==> config.mk <==
export PLATFORM = sky130hd
export DESIGN_NAME = aarch64_branch_execute_unit
export DESIGN_NICKNAME = d
export VERILOG_FILES = /design/src/bru_pkg.sv /design/src/bru_cond_check.sv /design/src/bru_exec.sv /design/src/aarch64_branch_execute_unit.sv
export SDC_FILE = /design/constraint.sdc
export NUM_CORES = 1
export LEC_CHECK = 0
export BUFFER_PORTS_ARGS = -buffer_cell sky130_fd_sc_hd__buf_4
export CORE_ASPECT_RATIO = 1.4
export CORE_MARGIN = 10
export CORE_UTILIZATION = 55
export DETAILED_ROUTE_END_ITERATION = 16
export PLACE_DENSITY = 0.78
export SLEW_MARGIN = 20
export SYNTH_ARGS = -nofsm -noshare
export SYNTH_HDL_FRONTEND = slang
export SYNTH_HIERARCHICAL = 1
export SYNTH_SLANG_ARGS = --single-unit
==> constraint.sdc <==
create_clock -name clk -period 14 [get_ports clk]
set_clock_uncertainty 0.05 [all_clocks]
set_input_delay 2.8 -clock clk [delete_from_list [all_inputs] [get_ports clk]]
set_output_delay 2.8 -clock clk [all_outputs]
set_load 0.01 [all_outputs]
==> src/bru_pkg.sv <==
`timescale 1ns / 1ps
// ----------------------------------------------------------------------------
// bru_pkg
// Shared types and encoding constants for the AArch64 branch execute unit.
// ----------------------------------------------------------------------------
package bru_pkg;

  // Completion status of one executed instruction.
  typedef enum logic [2:0] {
    ST_OK     = 3'd0,
    ST_SVC    = 3'd1,
    ST_BRK    = 3'd2,
    ST_UNIMPL = 3'd3,
    ST_SYSTEM = 3'd4
  } status_t;

  // Instruction class after the top-level opcode match.
  typedef enum logic [2:0] {
    CL_B,
    CL_BCOND,
    CL_CMPBR,
    CL_TSTBR,
    CL_EXC,
    CL_BRREG,
    CL_SYS,
    CL_OTHER
  } insn_class_t;

  // Opcode masks and match values.
  localparam logic [31:0] MASK_B      = 32'h7C00_0000;
  localparam logic [31:0] MATCH_B     = 32'h1400_0000;
  localparam logic [31:0] MASK_BCOND  = 32'hFF00_0010;
  localparam logic [31:0] MATCH_BCOND = 32'h5400_0000;
  localparam logic [31:0] MASK_CTBR   = 32'h7E00_0000;
  localparam logic [31:0] MATCH_CMPBR = 32'h3400_0000;
  localparam logic [31:0] MATCH_TSTBR = 32'h3600_0000;
  localparam logic [31:0] MASK_EXC    = 32'hFF00_0000;
  localparam logic [31:0] MATCH_EXC   = 32'hD400_0000;
  localparam logic [31:0] MASK_BRREG  = 32'hFE00_0000;
  localparam logic [31:0] MATCH_BRREG = 32'hD600_0000;
  localparam logic [31:0] MASK_SYS    = 32'hFFC0_0000;
  localparam logic [31:0] MATCH_SYS   = 32'hD500_0000;

  // Exception-generation sub-opcodes.
  localparam logic [2:0] EXC_OPC_SVC = 3'd0;
  localparam logic [1:0] EXC_LL_SVC  = 2'd1;
  localparam logic [2:0] EXC_OPC_BRK = 3'd1;
  localparam logic [1:0] EXC_LL_BRK  = 2'd0;

  // Register branch sub-opcodes.
  localparam logic [3:0] BR_OPC_BR  = 4'd0;
  localparam logic [3:0] BR_OPC_BLR = 4'd1;
  localparam logic [3:0] BR_OPC_RET = 4'd2;

  // Condition code that is "always" without inversion.
  localparam logic [3:0] COND_NV = 4'hF;

  // Result of one executed instruction.
  typedef struct packed {
    logic [63:0] next_pc;
    logic        link_write;
    logic [63:0] link_value;
    status_t     status;
  } exec_result_t;

endpackage

==> src/bru_cond_check.sv <==
`timescale 1ns / 1ps
// ----------------------------------------------------------------------------
// bru_cond_check
// Evaluates an AArch64 condition code against the NZCV flags.
// ----------------------------------------------------------------------------
module bru_cond_check (
  input  logic [3:0] cond,
  input  logic [3:0] nzcv,
  output logic       holds
);
  import bru_pkg::*;

  logic flag_n, flag_z, flag_c, flag_v;
  logic base;

  assign flag_n = nzcv[3];
  assign flag_z = nzcv[2];
  assign flag_c = nzcv[1];
  assign flag_v = nzcv[0];

  // Base test selected by the upper three condition bits.
  always_comb begin
    unique case (cond[3:1])
      3'd0:    base = flag_z;
      3'd1:    base = flag_c;
      3'd2:    base = flag_n;
      3'd3:    base = flag_v;
      3'd4:    base = flag_c & ~flag_z;
      3'd5:    base = (flag_n == flag_v);
      3'd6:    base = (flag_n == flag_v) & ~flag_z;
      default: base = 1'b1;
    endcase
  end

  // The low bit inverts the test, except for the second always-taken code.
  assign holds = (cond[0] && (cond != COND_NV)) ? ~base : base;

endmodule

==> src/bru_exec.sv <==
`timescale 1ns / 1ps
// ----------------------------------------------------------------------------
// bru_exec
// Decodes one branch-class instruction and computes next pc, link and status.
// ----------------------------------------------------------------------------
module bru_exec (
  input  logic [31:0]           insn,
  input  logic [63:0]           pc,
  input  logic [3:0]            nzcv,
  input  logic [63:0]           rv,
  output bru_pkg::exec_result_t result
);
  import bru_pkg::*;

  insn_class_t cls;
  logic [63:0] off_imm26, off_imm19, off_imm14;
  logic [63:0] offset;
  logic [63:0] target;
  logic [63:0] seq_pc;
  logic [63:0] test_val;
  logic [5:0]  bit_pos;
  logic        cond_ok;
  logic        taken;
  logic        link;
  logic [2:0]  exc_opc;
  logic [1:0]  exc_ll;
  logic [3:0]  br_opc;

  // Top-level opcode match, in priority order.
  always_comb begin
    priority if ((insn & MASK_B) == MATCH_B)          cls = CL_B;
    else if ((insn & MASK_BCOND) == MATCH_BCOND)      cls = CL_BCOND;
    else if ((insn & MASK_CTBR) == MATCH_CMPBR)       cls = CL_CMPBR;
    else if ((insn & MASK_CTBR) == MATCH_TSTBR)       cls = CL_TSTBR;
    else if ((insn & MASK_EXC) == MATCH_EXC)          cls = CL_EXC;
    else if ((insn & MASK_BRREG) == MATCH_BRREG)      cls = CL_BRREG;
    else if ((insn & MASK_SYS) == MATCH_SYS)          cls = CL_SYS;
    else                                              cls = CL_OTHER;
  end

  // Sign-extended, word-scaled branch offsets.
  assign off_imm26 = {{36{insn[25]}}, insn[25:0], 2'b00};
  assign off_imm19 = {{43{insn[23]}}, insn[23:5], 2'b00};
  assign off_imm14 = {{48{insn[18]}}, insn[18:5], 2'b00};

  // One shared target adder plus the sequential adder.
  always_comb begin
    unique case (cls)
      CL_B:     offset = off_imm26;
      CL_TSTBR: offset = off_imm14;
      default:  offset = off_imm19;
    endcase
  end

  assign target = pc + offset;
  assign seq_pc = pc + 64'd4;

  bru_cond_check u_cond (
    .cond  (insn[3:0]),
    .nzcv  (nzcv),
    .holds (cond_ok)
  );

  // Compare branch tests the low word only in its 32-bit form.
  assign test_val = insn[31] ? rv : {32'd0, rv[31:0]};
  assign bit_pos  = {insn[31], insn[23:19]};

  always_comb begin
    unique case (cls)
      CL_BCOND: taken = cond_ok;
      CL_CMPBR: taken = insn[24] ? (test_val != 64'd0) : (test_val == 64'd0);
      CL_TSTBR: taken = insn[24] ? rv[bit_pos] : ~rv[bit_pos];
      default:  taken = 1'b0;
    endcase
  end

  assign exc_opc = insn[23:21];
  assign exc_ll  = insn[1:0];
  assign br_opc  = insn[24:21];

  // Next pc, link and status per class.
  always_comb begin
    result.next_pc = pc;
    result.status  = ST_OK;
    link           = 1'b0;
    unique case (cls)
      CL_B: begin
        result.next_pc = target;
        link           = insn[31];
      end
      CL_BCOND, CL_CMPBR, CL_TSTBR: begin
        result.next_pc = taken ? target : seq_pc;
      end
      CL_EXC: begin
        if (exc_opc == EXC_OPC_SVC && exc_ll == EXC_LL_SVC) begin
          result.next_pc = seq_pc;
          result.status  = ST_SVC;
        end else if (exc_opc == EXC_OPC_BRK && exc_ll == EXC_LL_BRK) begin
          result.status = ST_BRK;
        end else begin
          result.status = ST_UNIMPL;
        end
      end
      CL_BRREG: begin
        if (br_opc == BR_OPC_BR || br_opc == BR_OPC_RET) begin
          result.next_pc = rv;
        end else if (br_opc == BR_OPC_BLR) begin
          result.next_pc = rv;
          link           = 1'b1;
        end else begin
          result.status = ST_UNIMPL;
        end
      end
      CL_SYS: begin
        result.status = ST_SYSTEM;
      end
      default: begin
        result.status = ST_UNIMPL;
      end
    endcase
    // The return address is reported only when X30 is written.
    result.link_write = link;
    result.link_value = link ? seq_pc : 64'd0;
  end

endmodule

==> src/aarch64_branch_execute_unit.sv <==
`timescale 1ns / 1ps
// ----------------------------------------------------------------------------
// aarch64_branch_execute_unit
// Two-register branch execute pipeline: input register, decode, result register.
// ----------------------------------------------------------------------------
// Each item carries one instruction word with its pc, the NZCV flags and the
// named register value, and produces exactly one result: next pc, an optional
// link write of pc+4 to X30, and a status code. An accepted item is held in the
// input register, then its result in the result register under out_valid;
// throughput is one item per cycle while out_ready is not held low, set by the single
// decode and add pass between the input and result registers. in_ready drops
// only when both registers are full and out_ready is low.
module aarch64_branch_execute_unit (
  input  logic        clk,
  input  logic        rst_n,
  input  logic        in_valid,
  output logic        in_ready,
  input  logic [31:0] in_instruction,
  input  logic [63:0] in_current_pc,
  input  logic [3:0]  in_flags_nzcv,
  input  logic [63:0] in_reg_value,
  output logic        out_valid,
  input  logic        out_ready,
  output logic [63:0] out_next_pc,
  output logic        out_link_write,
  output logic [63:0] out_link_value,
  output logic [2:0]  out_status
);
  import bru_pkg::*;

  logic         s1_valid_r, s1_valid_nxt;
  logic [31:0]  insn_r;
  logic [63:0]  pc_r;
  logic [3:0]   nzcv_r;
  logic [63:0]  rv_r;
  logic         out_valid_r, out_valid_nxt;
  exec_result_t result_r;
  exec_result_t exec_res;
  logic         s2_ready;
  logic         s1_adv;
  logic         in_fire;

  // Handshake: each stage advances when the one after it has room.
  assign s2_ready = ~out_valid_r | out_ready;
  assign s1_adv   = s1_valid_r & s2_ready;
  assign in_ready = ~s1_valid_r | s2_ready;
  assign in_fire  = in_valid & in_ready;

  assign s1_valid_nxt  = in_fire ? 1'b1 : (s1_adv ? 1'b0 : s1_valid_r);
  assign out_valid_nxt = s1_adv ? 1'b1 : (out_ready ? 1'b0 : out_valid_r);

  // Valid bits.
  always_ff @(posedge clk) begin
    if (!rst_n) begin
      s1_valid_r  <= 1'b0;
      out_valid_r <= 1'b0;
    end else begin
      s1_valid_r  <= s1_valid_nxt;
      out_valid_r <= out_valid_nxt;
    end
  end

  // Input register.
  always_ff @(posedge clk) begin
    if (in_fire) begin
      insn_r <= in_instruction;
      pc_r   <= in_current_pc;
      nzcv_r <= in_flags_nzcv;
      rv_r   <= in_reg_value;
    end
  end

  bru_exec u_exec (
    .insn   (insn_r),
    .pc     (pc_r),
    .nzcv   (nzcv_r),
    .rv     (rv_r),
    .result (exec_res)
  );

  // Result register.
  always_ff @(posedge clk) begin
    if (s1_adv) begin
      result_r <= exec_res;
    end
  end

  assign out_valid      = out_valid_r;
  assign out_next_pc    = result_r.next_pc;
  assign out_link_write = result_r.link_write;
  assign out_link_value = result_r.link_value;
  assign out_status     = result_r.status;

  // An item leaving the input register lands in the result register.
  a_adv_lands: assert property (@(posedge clk) disable iff (!rst_n)
    s1_adv |=> out_valid_r)
    else $error("item left input register but no result followed");

  // Backpressure only when both registers hold items.
  a_stall_full: assert property (@(posedge clk) disable iff (!rst_n)
    !in_ready |-> (s1_valid_r && out_valid_r && !out_ready))
    else $error("input stalled with a free register");

  // No link value without a link write.
  a_link_zero: assert property (@(posedge clk) disable iff (!rst_n)
    (out_valid_r && !result_r.link_write) |-> (result_r.link_value == 64'd0))
    else $error("link value set without link write");

  // Links come only from successful branches.
  a_link_ok: assert property (@(posedge clk) disable iff (!rst_n)
    (out_valid_r && result_r.link_write) |-> (result_r.status == ST_OK))
    else $error("link write with non-ok status");

endmodule

### Yosys cells after proc, flatten, opt, wreduce, memory -nomap -nowiden

Cells that the tools add are included.

| operators by class | value |
|---|---|
| add/sub/neg operators | 2 |
| magnitude comparators | 1 |
| equal/unequal tests | 25 |
| multiplexer cells | 33 |
| bitwise gates (word level) | 11 |
| reduce and logical (&&, ||, !) cells | 15 |

Operators with widths:

| operator | count |
|---|---|
| $mux 64 | 5 |
| $pmux 64 s4 | 1 |
| $pmux 64 s2 | 1 |
| $add 64x3->64 const B | 1 |
| $add 64x64->64 | 1 |
| $logic_not 64->1 | 1 |
| $reduce_bool 64->1 | 1 |
| $mux 3 | 8 |
| $eq 3x3->1 const B | 6 |
| $eq 3x2->1 const B | 4 |
| $eq 6x5->1 const B | 2 |
| $mux 1 | 12 |
| $pmux 3 s4 | 1 |
| $eq 10x10->1 const B | 1 |
| $eq 3x1->1 const B | 3 |
| $eq 9x8->1 const B | 1 |
| $logic_not 3->1 | 3 |
| $eq 8x8->1 const B | 1 |
| $eq 7x7->1 const B | 1 |
| $lt 6x7->1 const B | 1 |
| $pmux 1 s7 | 1 |
| $bmux 1 s6 | 1 |
| $eq 5x3->1 const B | 1 |
| $not 1->1 | 5 |
| other kinds (17) | 24 |

| storage, ports and cells | value |
|---|---|
| register bits | 298 |
| input bits | 168 |
| output and inout bits | 134 |
| logic and storage cells | 97 |

### Logic depth before layout (Yosys ltp)

| logic depth | value |
|---|---|
| depth in word-level cells | 13 |
| gate-level depth with buffers | 20 |
| mapped depth without buffers | 18 |

### Cells and area by module

The synthesis kept the hierarchy.

Modules (own cells, without submodules):

| module | instances | cells each | area each (um^2) | sequential area each (um^2) |
|---|---|---|---|---|
| bru_exec | 1 | 1398 | 9043.7 | 0.0 |
| aarch64_branch_execute_unit | 1 | 305 | 8992.4 | 8928.6 |
| bru_cond_check | 1 | 18 | 130.1 | 0.0 |

### Worst setup path before layout

Ideal clock, no wire load.

| timing | value |
|---|---|
| path kind | input to register |
| from | input out_ready |
| to | register insn_r[0], enable pin |
| setup time | 0.743 ns |
| arrival | 10.746 ns |
| data required time | 13.207 ns |
| path slack | 2.462 ns |
| cell stages on the path | 2 |
| buffers on the path | 0 |
| cell sequence | nor2b_4 a21oi_1 |

| on the way | value |
|---|---|
| word-level cells in the longest chain between the ends | 3 |

Ends and longest elaborated chain:

| element | RTL line | source |
|---|---|---|
| start, declared | aarch64_branch_execute_unit.sv:23 | `input logic out_ready,` |
| $or 1x1->1 | aarch64_branch_execute_unit.sv:44 | `assign s2_ready = ~out_valid_r \| out_ready;` |
| $or 1x1->1 | aarch64_branch_execute_unit.sv:46 | `assign in_ready = ~s1_valid_r \| s2_ready;` |
| $and 1x1->1 | aarch64_branch_execute_unit.sv:47 | `assign in_fire = in_valid & in_ready;` |
| named net in_fire | aarch64_branch_execute_unit.sv:41 | `logic in_fire;` |
| end signal, assigned | aarch64_branch_execute_unit.sv:66 | `insn_r <= in_instruction;` |
| end, declared | aarch64_branch_execute_unit.sv:32 | `logic [31:0] insn_r;` |

The timed path passes the listed nets, and every way through them passes these cells.
A chain may end at the register's enable or synchronous reset.

### Worst setup path after layout

| timing | value |
|---|---|
| from | input out_ready |
| to | output in_ready |

| on the way | value |
|---|---|
| word-level cells in the longest chain between the ends | 2 |

Ends and longest elaborated chain:

| element | RTL line | source |
|---|---|---|
| $or 1x1->1 | aarch64_branch_execute_unit.sv:44 |  |
| $or 1x1->1 | aarch64_branch_execute_unit.sv:46 |  |
| end, declared | aarch64_branch_execute_unit.sv:17 | `output logic in_ready,` |

Every way passes these cells.

==> flow_metrics.tcl <==
set metrics [dict create \
    slew_headroom_pct 23.5 \
    ctsResizeCount 0 \
    clk_latency_ns 0.58 \
    cts_hold_buffers 0 \
    cap_viol_max_count 0 \
    min_period_ns 6.08 \
    hpwl_mm 51.8 \
    whs_ns 0.489 \
    die_w_um 174 \
    rows 78 \
    r2r-start "insn_r[27]" \
    fin_nets 2211 \
    endpoint_kind "output pin" \
    p_leak_nw 8.11 \
    fp.dieArea_sq_um 40800 \
    netlist_instances 1721 \
    tightest_slew_ns 1.15 \
    hold_class "reg2reg" \
    drive_gt1_share_pct 21.7 \
    clock.fmax_mhz 165 \
    grtUsageTotal_pct 32.1 \
    h-tree-depth 1 \
    ys_seq_elements 298 \
    io_pins 302 \
    antenna_found_initial 1 \
    avgSynthCellArea_sq_um 10.6 \
    num_vias 16100 \
    worst_ep_required_time_ns 11.15 \
    syn_to_final_growth_pct 18.7 \
    start_kind "primary input" \
    cts_root_buf "clkbuf_16" \
    whs_path_depth 2 \
    fin_area_sq_um 21600 \
    p_total_mw 2.23 \
    netlist-cell-type-count 93 \
    routed_wl_mm 68.2 \
    place.gp.congestion 0.993 \
    drc 0 \
    power_density_nw_per_um2 104 \
    cts_tree "built" \
    crit_fanout 2 \
    setup_violations 0 \
    grt_pass1_wl_mm 100 \
    crit_type "in2out" \
    synth_warnings 6 \
    clock-sinks 298 \
    dieHeight_um 235 \
    cts_buffer_depth 3 \
    viasPerCell 6.61 \
    drt-initial-drc-count 1460 \
    r2r_slack_ns 8.25 \
    final_max_slew_viol_count 0 \
    numCtsBuffers 28 \
    timing.rr.end "out_next_pc[62]" \
    grt_pass1_vias 15800 \
    port_buffers 301 \
    gr-total-overflow 0 \
    worstPathArrival_ns 3.23 \
    drt_pre_antenna_iters 8 \
    async_reset_ff_share_pct 0 \
    min_to "s1_valid_r" \
    start_util_pct 55.9 \
    yosysSeqAreaShare_pct 49.1 \
    syn_nets 1957 \
    r2r.worst_path.cells 15 \
    ant_nets 0 \
    rsz0062_at_grt "no" \
    coreArea_sq_um 32500 \
    wl_per_cell_um 28.1 \
    hold_violations 0 \
    hold_path.startpoint "out_valid" \
    setup_tns_ns 0 \
    grt_start_max_net_pins 79 \
    cts_setup_buffers 0 \
    status "completed" \
    ir_drop_uv 117 \
    fin_crit_sh_pct 43.4 \
    synth-edff-count 296 \
    netlist_area_sq_um 18200 \
    postPlaceCellArea_sq_um 20700 \
    synthFlopType "edfxtp_1" \
    clk_pin_slew_ns 0.06 \
]
stage by stage:
stage	cells	setup slack (ns)	util, %
detailed placement	2385	7.93	63.8
floorplan	1721	2.46	-
global route	2431	7.85	66.4
CTS	2430	7.92	66.3
finish	2431	7.92	66.4
global placement	2385	7.93	63.8
critical path, stage by stage:
cell and delay [ns]:
buf_4 0.12, nand3b_4 0.15, buf_4 0.15
flip-flops by register name, summed over array words and instances (netlist names):
name and flops:
rv_r 64, out_valid 1, insn_r 32, out_next_pc 64, s1_valid_r 1, out_link_write 1
nzcv_r 4, out_status 3, pc_r 64, out_link_value 64
layout by cell type (no fill, tap or decap), types with 20 or more instances in the layout:
master,instances
and3_1,20
o21ai_0,107
nand3_1,52
nand2_1,133
nand4_1,37
xnor2_1,64
xor2_1,47
nor2_1,171
nor3_1,30
edfxtp_1,296
a221oi_1,24
and2_1,20
a22oi_1,26
a31oi_1,22
clkbuf_16,29
ha_1,67
inv_1,40
o211ai_1,21
a21oi_1,114
buf_4,325
nor4_1,21
a21o_1,39
synth_stat cells, drive strengths merged (4+ instances only):
master | n | area [sq um]
and2 | 20 | 125
a22o | 4 | 35.0
buf | 26 | 184
nor4 | 24 | 171
a21boi | 4 | 41.3
nor3 | 33 | 170
nand2 | 133 | 499
and3 | 20 | 125
mux2i | 9 | 90.1
o221ai | 6 | 58.8
a221oi | 25 | 225
or2 | 6 | 37.5
nand2b | 14 | 87.6
ha | 67 | 838
mux4 | 17 | 405
edfxtp | 296 | 8890
o21ai | 118 | 602
nor3b | 5 | 37.5
a21oi | 117 | 593
o21a | 5 | 37.5
a22oi | 27 | 208
inv | 40 | 150
or3 | 10 | 67.6
a221o | 9 | 90.1
a31oi | 22 | 138
a21o | 40 | 300
nor2b | 21 | 139
o21bai | 11 | 82.6
a222oi | 8 | 80.1
a211oi | 12 | 95.1
nand4 | 39 | 256
clkbuf | 75 | 283
nand3 | 52 | 260
nand3b | 4 | 42.5
o22ai | 11 | 68.8
mux2 | 18 | 203
or4 | 6 | 45.0
xor2 | 47 | 412
o2111ai | 4 | 35.0
o211ai | 22 | 170
and4 | 7 | 61.3
nor2 | 173 | 649
xnor2 | 64 | 561
o311ai | 14 | 123
cell families after synthesis:
group,after synthesis,synth area share (%)
AOI/OAI and AO/OA,487,18.0
xor gates and xnor gates,111,5.35
adders and majority gates,68,4.72
buffers and inverters,141,3.40
muxes,44,3.84
and+or+nand+nor,572,15.5
DFF,298,49.1
worst max-delay path by stage:
stage	slack (ns)	endpoint	cells after the start	start
after floorplan	2.46	insn_r[0]	2	out_ready
after global placement	7.93	in_ready	3	out_ready
after detailed placement	7.93	in_ready	3	out_ready
after CTS	7.92	in_ready	3	out_ready
after global routing	7.85	out_next_pc[62]	17	insn_r[27]
final	7.92	in_ready	3	out_ready
layer usage:
layer	wire, um	up-vias	GRT usage (%)
met1	23100	7723	34.6
met4	4850	0	19.3
met2	34600	988	56.9
met5	0	-	0
met3	5670	260	6.30
li1	-	7091	-
layout make-up:
type	instances	area [sq um]
antenna	1	2.50
clock buffer	33	741
clock inverter	12	82.6
fill	2517	10900
inverter	40	150
multi-input combinational	1282	8680
sequential	298	8930
tap	440	551
timing repair buffer	325	2440
power breakdown:
| group | switching [mW] | internal (mW) | total, mW | leakage [nW] |
|---|---|---|---|---|
| combinational | 0.253 | 0.182 | 0.436 | 4.88 |
| clock | 0.315 | 0.390 | 0.706 | 0.408 |
| sequential | 0.0526 | 1.04 | 1.09 | 2.82 |
Note: power is estimated with default switching activity, not from simulation.
